<file path="config.mk">
export PLATFORM = sky130hd
export DESIGN_NAME = tick_lead_clock_corrector
export DESIGN_NICKNAME = d
export VERILOG_FILES = /design/src/design/tlc_pkg.sv /design/src/design/tick_lead_clock_corrector.sv /design/src/design/tlc_cfg.sv /design/src/design/tlc_core.sv
export SDC_FILE = /design/constraint.sdc
export NUM_CORES = 2
export LEC_CHECK = 0
export BUFFER_PORTS_ARGS = -buffer_cell sky130_fd_sc_hd__buf_2
export CAP_MARGIN = 10
export CELL_PAD_IN_SITES_DETAIL_PLACEMENT = 1
export CELL_PAD_IN_SITES_GLOBAL_PLACEMENT = 1
export CORE_AREA = 2 2 343 345
export DETAILED_ROUTE_END_ITERATION = 7
export DIE_AREA = 0 0 345 347
export PLACE_DENSITY = 0.9
export SLEW_MARGIN = 15
export SYNTH_ARGS = -nofsm -noshare
export SYNTH_HDL_FRONTEND = slang
export SYNTH_SLANG_ARGS = --single-unit
</file>
<file path="constraint.sdc">
create_clock -name i_clk -period 16.9 [get_ports i_clk]
set_input_delay 3.38 -clock i_clk [delete_from_list [all_inputs] [get_ports i_clk]]
set_output_delay 3.38 -clock i_clk [all_outputs]
set_load 0.03 [all_outputs]
</file>
<file path="src/design/tlc_pkg.sv">
package tlc_pkg;

    localparam int FRAC_BITS  = 16;
    localparam int ALPHA_BITS = 16;
    localparam int ALPHA_SHR  = 16;
    localparam int TICK_W     = 32;
    localparam int LEAD_W     = TICK_W + 1;
    localparam int SMOOTH_W   = LEAD_W + FRAC_BITS;
    localparam int ERR_W      = SMOOTH_W + 1;
    localparam int PROD_W     = ERR_W + ALPHA_BITS + 1;
    localparam int CFG_W      = 16;
    localparam int COOL_W     = 8;
    localparam int CORR_W     = 17;
    localparam int CFG_IDX_W  = 3;

    localparam logic [COOL_W-1:0]        SINCE_MAX  = '1;
    localparam logic signed [CORR_W-1:0] CORR_UP    = CORR_W'(1);
    localparam logic signed [CORR_W-1:0] CORR_DOWN  = -CORR_W'(1);

    typedef enum logic [CFG_IDX_W-1:0] {
        CFG_ALPHA    = 3'd0,
        CFG_TARGET   = 3'd1,
        CFG_SNAP     = 3'd2,
        CFG_MAXC     = 3'd3,
        CFG_COOLDOWN = 3'd4,
        CFG_DEADBAND = 3'd5
    } t_cfg_idx;

    typedef struct packed {
        logic [ALPHA_BITS-1:0]   alpha;
        logic signed [CFG_W-1:0] target;
        logic [CFG_W-1:0]        snap;
        logic [CFG_W-1:0]        maxc;
        logic [COOL_W-1:0]       cool;
        logic [CFG_W-1:0]        dead;
    } t_cfg;

    typedef struct packed {
        logic signed [CORR_W-1:0] correction;
        logic                     ignored;
        logic                     snapped;
        logic signed [TICK_W-1:0] lead_wrap;
        logic                     estimate_valid;
        logic [TICK_W-1:0]        snap_total;
    } t_result;

endpackage

</file>
<file path="src/design/tick_lead_clock_corrector.sv">
// Tick lead clock corrector.
// Input channel (i_valid/o_ready) carries one observation per transfer:
// i_server_tick and i_acked_tick. An acked tick of zero is reported as
// ignored and leaves the estimate untouched.
// Output channel (o_valid/i_ready) carries one result per observation:
// the correction to apply, ignored/snapped flags, the last raw lead, the
// estimate-valid flag and the running snap count.
// Configuration channel (i_cfg_valid/o_cfg_ready, i_cfg_index, i_cfg_data)
// writes alpha, target lead, snap limit, max correction, cooldown and
// deadband; o_cfg_ready is always high. Write only while no result is pending.
// o_valid rises after the input transfer: one input register, then the
// estimate update, decision and result register in one pass.
// Throughput is one observation per cycle while i_ready stays high; the
// estimate recursion closes within that single pass.
// Reset (synchronous, i_rst_n low) clears the estimate and counters, empties
// both pipeline stages and restores the configuration defaults.
// When i_ready is low the result holds and one more observation can be
// taken into the input register before o_ready drops.
module tick_lead_clock_corrector (
    input  logic                                 i_clk,
    input  logic                                 i_rst_n,
    input  logic                                 i_valid,
    output logic                                 o_ready,
    input  logic [tlc_pkg::TICK_W-1:0]           i_server_tick,
    input  logic [tlc_pkg::TICK_W-1:0]           i_acked_tick,
    output logic                                 o_valid,
    input  logic                                 i_ready,
    output logic signed [tlc_pkg::CORR_W-1:0]    o_correction,
    output logic                                 o_ignored,
    output logic                                 o_snapped,
    output logic signed [tlc_pkg::TICK_W-1:0]    o_raw_lead_out,
    output logic                                 o_estimate_valid,
    output logic [tlc_pkg::TICK_W-1:0]           o_snap_total,
    input  logic                                 i_cfg_valid,
    output logic                                 o_cfg_ready,
    input  logic [tlc_pkg::CFG_IDX_W-1:0]        i_cfg_index,
    input  logic [tlc_pkg::CFG_W-1:0]            i_cfg_data
);
    import tlc_pkg::*;

    t_cfg              cfg;
    t_result           result;
    logic              advance;
    logic              commit;

    logic              r_in_valid;
    logic [TICK_W-1:0] r_in_server;
    logic [TICK_W-1:0] r_in_acked;
    logic              r_out_valid;
    t_result           r_out;

    assign advance = !r_out_valid || i_ready;
    assign commit  = r_in_valid && advance;
    assign o_ready = !r_in_valid || advance;

    tlc_cfg u_cfg (
        .i_clk       (i_clk),
        .i_rst_n     (i_rst_n),
        .i_cfg_valid (i_cfg_valid),
        .i_cfg_index (i_cfg_index),
        .i_cfg_data  (i_cfg_data),
        .o_cfg_ready (o_cfg_ready),
        .o_cfg       (cfg)
    );

    tlc_core u_core (
        .i_clk         (i_clk),
        .i_rst_n       (i_rst_n),
        .i_cfg         (cfg),
        .i_commit      (commit),
        .i_server_tick (r_in_server),
        .i_acked_tick  (r_in_acked),
        .o_result      (result)
    );

    always_ff @(posedge i_clk) begin
        if (!i_rst_n) begin
            r_in_valid <= 1'b0;
        end else if (o_ready) begin
            r_in_valid <= i_valid;
        end
    end

    always_ff @(posedge i_clk) begin
        if (o_ready && i_valid) begin
            r_in_server <= i_server_tick;
            r_in_acked  <= i_acked_tick;
        end
    end

    always_ff @(posedge i_clk) begin
        if (!i_rst_n) begin
            r_out_valid <= 1'b0;
        end else if (advance) begin
            r_out_valid <= r_in_valid;
        end
    end

    always_ff @(posedge i_clk) begin
        if (commit) begin
            r_out <= result;
        end
    end

    assign o_valid          = r_out_valid;
    assign o_correction     = r_out.correction;
    assign o_ignored        = r_out.ignored;
    assign o_snapped        = r_out.snapped;
    assign o_raw_lead_out   = r_out.lead_wrap;
    assign o_estimate_valid = r_out.estimate_valid;
    assign o_snap_total     = r_out.snap_total;

endmodule

</file>
<file path="src/design/tlc_cfg.sv">
module tlc_cfg (
    input  logic                          i_clk,
    input  logic                          i_rst_n,
    input  logic                          i_cfg_valid,
    input  logic [tlc_pkg::CFG_IDX_W-1:0] i_cfg_index,
    input  logic [tlc_pkg::CFG_W-1:0]     i_cfg_data,
    output logic                          o_cfg_ready,
    output tlc_pkg::t_cfg                 o_cfg
);
    import tlc_pkg::*;

    t_cfg r_cfg;

    assign o_cfg_ready = 1'b1;
    assign o_cfg       = r_cfg;

    always_ff @(posedge i_clk) begin
        if (!i_rst_n) begin
            r_cfg.alpha  <= ALPHA_BITS'(6554);
            r_cfg.target <= CFG_W'(4);
            r_cfg.snap   <= CFG_W'(32);
            r_cfg.maxc   <= CFG_W'(64);
            r_cfg.cool   <= COOL_W'(4);
            r_cfg.dead   <= CFG_W'(1);
        end else if (i_cfg_valid) begin
            case (i_cfg_index)
                CFG_ALPHA:    r_cfg.alpha  <= i_cfg_data;
                CFG_TARGET:   r_cfg.target <= $signed(i_cfg_data);
                CFG_SNAP:     r_cfg.snap   <= i_cfg_data;
                CFG_MAXC:     r_cfg.maxc   <= i_cfg_data;
                CFG_COOLDOWN: r_cfg.cool   <= i_cfg_data[COOL_W-1:0];
                CFG_DEADBAND: r_cfg.dead   <= i_cfg_data;
                default: begin
                end
            endcase
        end
    end

endmodule

</file>
<file path="src/design/tlc_core.sv">
module tlc_core (
    input  logic                       i_clk,
    input  logic                       i_rst_n,
    input  tlc_pkg::t_cfg              i_cfg,
    input  logic                       i_commit,
    input  logic [tlc_pkg::TICK_W-1:0] i_server_tick,
    input  logic [tlc_pkg::TICK_W-1:0] i_acked_tick,
    output tlc_pkg::t_result           o_result
);
    import tlc_pkg::*;

    logic signed [SMOOTH_W-1:0] r_smoothed, n_smoothed;
    logic                       r_have, n_have;
    logic [TICK_W-1:0]          r_last, n_last;
    logic [COOL_W-1:0]          r_since, n_since;
    logic [TICK_W-1:0]          r_snaps, n_snaps;

    logic                       obs;
    logic signed [LEAD_W-1:0]   raw;
    logic signed [SMOOTH_W-1:0] raw_fx;
    logic signed [ERR_W-1:0]    diff;
    logic signed [ALPHA_BITS:0] alpha_s;
    logic signed [PROD_W-1:0]   prod;
    logic signed [SMOOTH_W-1:0] ema;
    logic signed [SMOOTH_W-1:0] est;
    logic signed [SMOOTH_W-1:0] target_fx;
    logic signed [ERR_W-1:0]    err;
    logic                       neg;
    logic [ERR_W-1:0]           mag;
    logic [ERR_W-1:0]           whole;
    logic [CFG_W-1:0]           clamp;
    logic                       is_snap;
    logic                       dead_hit;
    logic                       in_cool;
    logic [COOL_W-1:0]          since_inc;
    logic signed [CORR_W-1:0]   corr;

    assign obs       = (i_acked_tick != '0);
    assign raw       = $signed({1'b0, i_acked_tick}) - $signed({1'b0, i_server_tick});
    assign raw_fx    = $signed({raw, {FRAC_BITS{1'b0}}});
    assign diff      = ERR_W'(raw_fx) - ERR_W'(r_smoothed);
    assign alpha_s   = $signed({1'b0, i_cfg.alpha});
    assign prod      = PROD_W'(diff) * PROD_W'(alpha_s);
    assign ema       = r_smoothed + prod[ALPHA_SHR +: SMOOTH_W];
    assign est       = r_have ? ema : raw_fx;
    assign target_fx = $signed({{(SMOOTH_W - CFG_W - FRAC_BITS){i_cfg.target[CFG_W-1]}},
                                i_cfg.target, {FRAC_BITS{1'b0}}});
    assign err       = ERR_W'(est) - ERR_W'(target_fx);
    assign neg       = err[ERR_W-1];
    assign mag       = neg ? ERR_W'(-err) : ERR_W'(err);
    assign is_snap   = mag >= ERR_W'({i_cfg.snap, {FRAC_BITS{1'b0}}});
    assign dead_hit  = mag > ERR_W'({i_cfg.dead, {FRAC_BITS{1'b0}}});
    assign whole     = mag >> FRAC_BITS;
    assign clamp     = (whole > ERR_W'(i_cfg.maxc)) ? i_cfg.maxc : whole[CFG_W-1:0];
    assign since_inc = (r_since == SINCE_MAX) ? r_since : r_since + COOL_W'(1);
    assign in_cool   = since_inc < i_cfg.cool;

    always_comb begin
        corr    = '0;
        n_since = since_inc;
        if (!obs) begin
            n_since = r_since;
        end else if (is_snap) begin
            corr    = neg ? $signed({1'b0, clamp}) : -$signed({1'b0, clamp});
            n_since = '0;
        end else if (in_cool) begin
            corr = '0;
        end else if (dead_hit) begin
            corr    = neg ? CORR_UP : CORR_DOWN;
            n_since = '0;
        end
    end

    always_comb begin
        n_smoothed = r_smoothed;
        n_have     = r_have;
        n_last     = r_last;
        n_snaps    = r_snaps;
        if (obs) begin
            n_smoothed = is_snap ? target_fx : est;
            n_have     = 1'b1;
            n_last     = raw[TICK_W-1:0];
            n_snaps    = is_snap ? r_snaps + TICK_W'(1) : r_snaps;
        end
    end

    always_comb begin
        o_result.correction     = corr;
        o_result.ignored        = !obs;
        o_result.snapped        = obs && is_snap;
        o_result.lead_wrap      = $signed(n_last);
        o_result.estimate_valid = n_have;
        o_result.snap_total     = n_snaps;
    end

    always_ff @(posedge i_clk) begin
        if (!i_rst_n) begin
            r_smoothed <= '0;
            r_have     <= 1'b0;
            r_last     <= '0;
            r_since    <= '0;
            r_snaps    <= '0;
        end else if (i_commit) begin
            r_smoothed <= n_smoothed;
            r_have     <= n_have;
            r_last     <= n_last;
            r_since    <= n_since;
            r_snaps    <= n_snaps;
        end
    end

endmodule

</file>
==> results.sh, run 1 <==
export IMPL_ys_seq_area_frac=0.167
export IMPL_grt_usage=0.670
export IMPL_synth_compound_area_frac=0.116
export IMPL_syn_mean_instance_area_um2=8.51
export IMPL_netlist_area_leader_share=0.281
export IMPL_grt_max_degree=131
export IMPL_syn_inst=6103
export IMPL_outcome="stopped before the end"
export IMPL_ys_async_sr_fraction=0
export IMPL_synth_seq_cells=360
export IMPL_worst_path_end_type="sequential cell input"
export IMPL_place_congestion=0.960
export IMPL_synthTopCellsByCount="inv_1, nand2_1, fa_1, and2_1, ha_1"
export IMPL_h_tree_depth=2
export IMPL_port_buffers=173
export IMPL_yosysTopAreaCell="fa_1"
export IMPL_netlist_top_cells_area="fa_1, ha_1, edfxtp_1"
export IMPL_synth_edff_count=148
export IMPL_synthMuxAreaShare=0.0148
export IMPL_cts_hold_buf=0
export IMPL_grt_ovfl_total=30
export IMPL_clockBufferDepth=3
export IMPL_initial_core_util=0.449
export IMPL_stop_stage="global routing (5_1_grt)"
export IMPL_yosysMostFrequentCell="inv_1"
export IMPL_synth_top_family_by_area="adder cells"
export IMPL_worst_endpoint="o_correction[16]$_SDFFCE_PP0P_/D"
export IMPL_dp_hpwl_um=173000
export IMPL_yosys_area_share_simple=0.192
export IMPL_root_buffer="clkbuf_16"
export IMPL_yosysWarnings=0
export IMPL_die_width_um=345
export IMPL_die_y_um=347
export IMPL_synth_nets=7277
export IMPL_ys_types=99
export IMPL_synth_ff_type="dfxtp_1"
export IMPL_antenna_found_initial=80
export IMPL_syn_cell_area_um2=51900
export IMPL_num_rows=125
export IMPL_synthAdderAreaFrac=0.367
export IMPL_io_pins=175
export IMPL_error="[ERROR GRT-0232] Routing congestion too high. Check the congestion heatmap in the GUI."
export IMPL_cts_sinks=360
export IMPL_synthXorXnorAreaFrac=0.0440
export IMPL_cts_made_buffers=41
==> per-layer routing <==
layer / overflow / global-route usage
met5: 0 / 0.436
met4: 12 / 0.674
met3: 10 / 0.582
met2: 8 / 0.801
met1: 0 / 0.636
==> through the flow <==
stage	area [µm²]	hold slack (ns)	std cells	setup WS, ns	TNS, ns
global placement	59900	0.444	8275	-0.470	-14.76
detailed placement	59900	0.459	8275	-1.90	-202.09
floorplan	52400	0.435	6103	-0.161	-0.495
CTS	62900	0.469	8419	-0.831	-31.78
==> cell families after synthesis <==
| group | count (synthesis) |
|---|---|
| adders and majority gates | 1086 |
| other | 1 |
| DFF | 360 |
| AOI/OAI and AO/OA | 879 |
| xor gates and xnor gates | 261 |
| and+or+nand+nor | 2089 |
| buffers and inverters | 1357 |
| muxes | 70 |
==> what timing repair did <==
action | 4_1_cts
endpoints found under the setup margin | 139
pin swaps | 148
resized for setup | 268
buffers inserted | 72
endpoints found under the hold margin | 0
==> run 2, diff against run 1 <==
--- a/config.mk
+++ b/config.mk
@@ -7,12 +7,10 @@
 export LEC_CHECK = 0
 export BUFFER_PORTS_ARGS = -buffer_cell sky130_fd_sc_hd__buf_2
 export CAP_MARGIN = 10
-export CELL_PAD_IN_SITES_DETAIL_PLACEMENT = 1
-export CELL_PAD_IN_SITES_GLOBAL_PLACEMENT = 1
-export CORE_AREA = 2 2 343 345
+export CORE_AREA = 2 2 364 366
 export DETAILED_ROUTE_END_ITERATION = 7
-export DIE_AREA = 0 0 345 347
-export PLACE_DENSITY = 0.9
+export DIE_AREA = 0 0 366 368
+export PLACE_DENSITY_LB_ADDON = 0.15
 export SLEW_MARGIN = 15
 export SYNTH_ARGS = -nofsm -noshare
 export SYNTH_HDL_FRONTEND = slang
==> constraint.sdc (replaced) <==
create_clock -name i_clk -period 22 [get_ports i_clk]
set_input_delay 4.4 -clock i_clk [delete_from_list [all_inputs] [get_ports i_clk]]
set_output_delay 4.4 -clock i_clk [all_outputs]
set_load 0.03 [all_outputs]
==> run 2 against run 1 <==
Area after synthesis unchanged; synthesized cell count unchanged; the flow now finishes without violations.
==> results.sh, run 2 <==
export IMPL_outcome="finished clean"
export IMPL_finalClockSkew_ns=0.0709
export IMPL_fin_nets=7347
export IMPL_final_common_cell="inv_1"
export IMPL_syn_mean_instance_area_um2=8.51
export IMPL_viasPerCell=5.22
export IMPL_register_area_um2=8720
export IMPL_r2r_start="r_in_acked[0]"
export IMPL_grt_usage=0.238
export IMPL_root_buffer="clkbuf_16"
export IMPL_area_growth_pct=8.74
export IMPL_drt_antenna_violating_nets=0
export IMPL_crit_slowest_cell="and4b_1"
export IMPL_most_common_layout_cells="inv_1, nand2_1, fa_1"
export IMPL_yosysMostFrequentCell="inv_1"
export IMPL_grt_first_pass_wirelength_um=251000
export IMPL_synth_edff_count=148
export IMPL_drv_cap=0
export IMPL_port_buffers=173
export IMPL_path_class="register to register"
export IMPL_drive_gt1_frac=0.0794
export IMPL_ys_types=99
export IMPL_multi_input_area_um2=38300
export IMPL_cts_made_buffers=46
export IMPL_drc_errors=0
export IMPL_first_pass_iters=8
export IMPL_insertion_delay_ns=0.61
export IMPL_ys_async_sr_fraction=0
export IMPL_path_max_fanout=16
export IMPL_first_global_vias=43157
export IMPL_die_y_um=368
export IMPL_hold_path_class="register to register"
export IMPL_synth_nets=7277
export IMPL_drt_wl_total_um=158000
export IMPL_die_width_um=366
export IMPL_io_pins=175
export IMPL_tightest_slew_ns=1.01
export IMPL_max_stage_delay_ns=0.90
export IMPL_netlist_area_leader_share=0.281
export IMPL_cts_tree="done"
export IMPL_setup_violations=0
export IMPL_dp_slack_ns=0.799
export IMPL_clockBufferDepth=3
export IMPL_antenna_found_initial=4
export IMPL_cts_sinks=360
export IMPL_num_vias=41588
export IMPL_cpMostUsedCell="a21oi_1"
export IMPL_drv_slew=0
export IMPL_grt_ovfl_total=0
export IMPL_largest_reg_flops=88
export IMPL_min_period_ns=20.68
export IMPL_cts_setup_buffers=0
export IMPL_place_congestion=0.908
export IMPL_grt_max_degree=97
export IMPL_core_area_um2=131000
export IMPL_num_rows=133
export IMPL_synth_seq_cells=360
export IMPL_wl_per_cell_um=19.9
export IMPL_dieArea_um2=135000
export IMPL_fill_cells=13290
export IMPL_rsz0062_at_grt="false"
export IMPL_netlist_top_cells_area="fa_1, ha_1, edfxtp_1"
export IMPL_period_share=0.940
export IMPL_ys_seq_area_frac=0.167
export IMPL_cp_startpoint="r_in_acked[0]"
export IMPL_endpoint_kind="register"
export IMPL_holdWs_ns=0.459
export IMPL_synthTopCellsByCount="inv_1, nand2_1, fa_1, and2_1, ha_1"
export IMPL_required_ns=22.48
export IMPL_finalHoldViolations=0
export IMPL_r2r_end="u_core.r_smoothed[32]"
export IMPL_syn_inst=6103
export IMPL_setup_ws_ns=1.32
export IMPL_endpoint="u_core.r_smoothed[32]"
export IMPL_crit_path_start_kind="register"
export IMPL_drt_iter0_drc=2531
export IMPL_rr_worst_depth=78
export IMPL_fin_setup_tns_ns=0
export IMPL_yosysTopAreaCell="fa_1"
export IMPL_h_tree_depth=2
export IMPL_dp_hpwl_um=124000
export IMPL_syn_cell_area_um2=51900
export IMPL_synth_ff_type="dfxtp_1"
export IMPL_fmax_mhz=48.4
export IMPL_worstPathArrival_ns=21.16
export IMPL_yosysWarnings=0
export IMPL_r2r_slack_ns=1.32
export IMPL_initial_core_util=0.397
export IMPL_path_clk_slew_ns=0.06
export IMPL_slew_headroom=0.321
[run 2: layer usage]
layer | GRT usage | part of all wire | vias up | routed length (µm)
li1 | - | - | 19584 | -
met1 | 0.333 | 0.46 | 20732 | 72800
met2 | 0.387 | 0.46 | 1073 | 72400
met3 | 0.0346 | 0.057 | 199 | 9010
met4 | 0.0563 | 0.025 | 0 | 3960
met5 | 0 | 0 | - | 0
[run 2: layout make-up]
| type | count | share of cell area |
|---|---|---|
| multi-input combinational | 4387 | 0.678 |
| sequential | 360 | 0.154 |
| inverter | 1096 | 0.0729 |
| tap | 1755 | 0.0389 |
| timing repair buffer | 282 | 0.0299 |
| clock buffer | 61 | 0.0225 |
| clock inverter | 21 | 0.00348 |
| antenna | 2 | 0.0000886 |
[run 2: worst min-delay path by stage]
stage	from	end	slack (ns)	depth (start not counted)
floorplan	u_core.r_snaps[13]	u_core.r_snaps[13]	0.43	2
global placement	u_core.r_snaps[13]	u_core.r_snaps[13]	0.44	2
detailed placement	u_core.r_last[14]	u_core.r_last[14]	0.46	2
CTS	u_core.r_last[14]	u_core.r_last[14]	0.46	2
global route	u_core.r_snaps[13]	u_core.r_snaps[13]	0.48	2
finish	u_core.r_last[14]	u_core.r_last[14]	0.46	2
[run 2: timing repair]
item / 4_1_cts / 5_1_grt
hold buffers: 0 / 0
endpoints found under the setup margin: 0 / 84
gates resized for setup: 0 / 11
[run 2: worst max-delay path: cells and delay by family, from the launching register on]
family	cells	cell delay (ns)
XOR/XNOR	5	1.60
flip-flops	1	0.39
multiplexers	1	0.28
adder cells (fa/ha/maj)	13	5.30
AO/OA/AOI/OAI	35	8.34
AND/OR/NAND/NOR	18	4.00
buffers and inverters	6	0.62
[run 2: through the flow]
stage / utilization / area [µm²] / std cells
CTS: 0.431 / 56400 / 7961
global route: 0.432 / 56500 / 7962
detailed placement: 0.420 / 54900 / 7879
finish: 0.432 / 56500 / 7964
floorplan: - / 51900 / 6103
global placement: 0.420 / 54900 / 7879
[run 2: cell families after synthesis]
logic type	count (synthesis)	synth area share
other	1	0.0000722
muxes	70	0.0148
AOI/OAI and AO/OA	879	0.116
and+or+nand+nor	2089	0.192
xor gates and xnor gates	261	0.0440
DFF	360	0.167
adders and majority gates	1086	0.367
buffers and inverters	1357	0.0988
Power of run 2 is left out: the tool's default activity adds up to more than one toggle a clock period on the data nets, which glitch-free logic cannot reach.
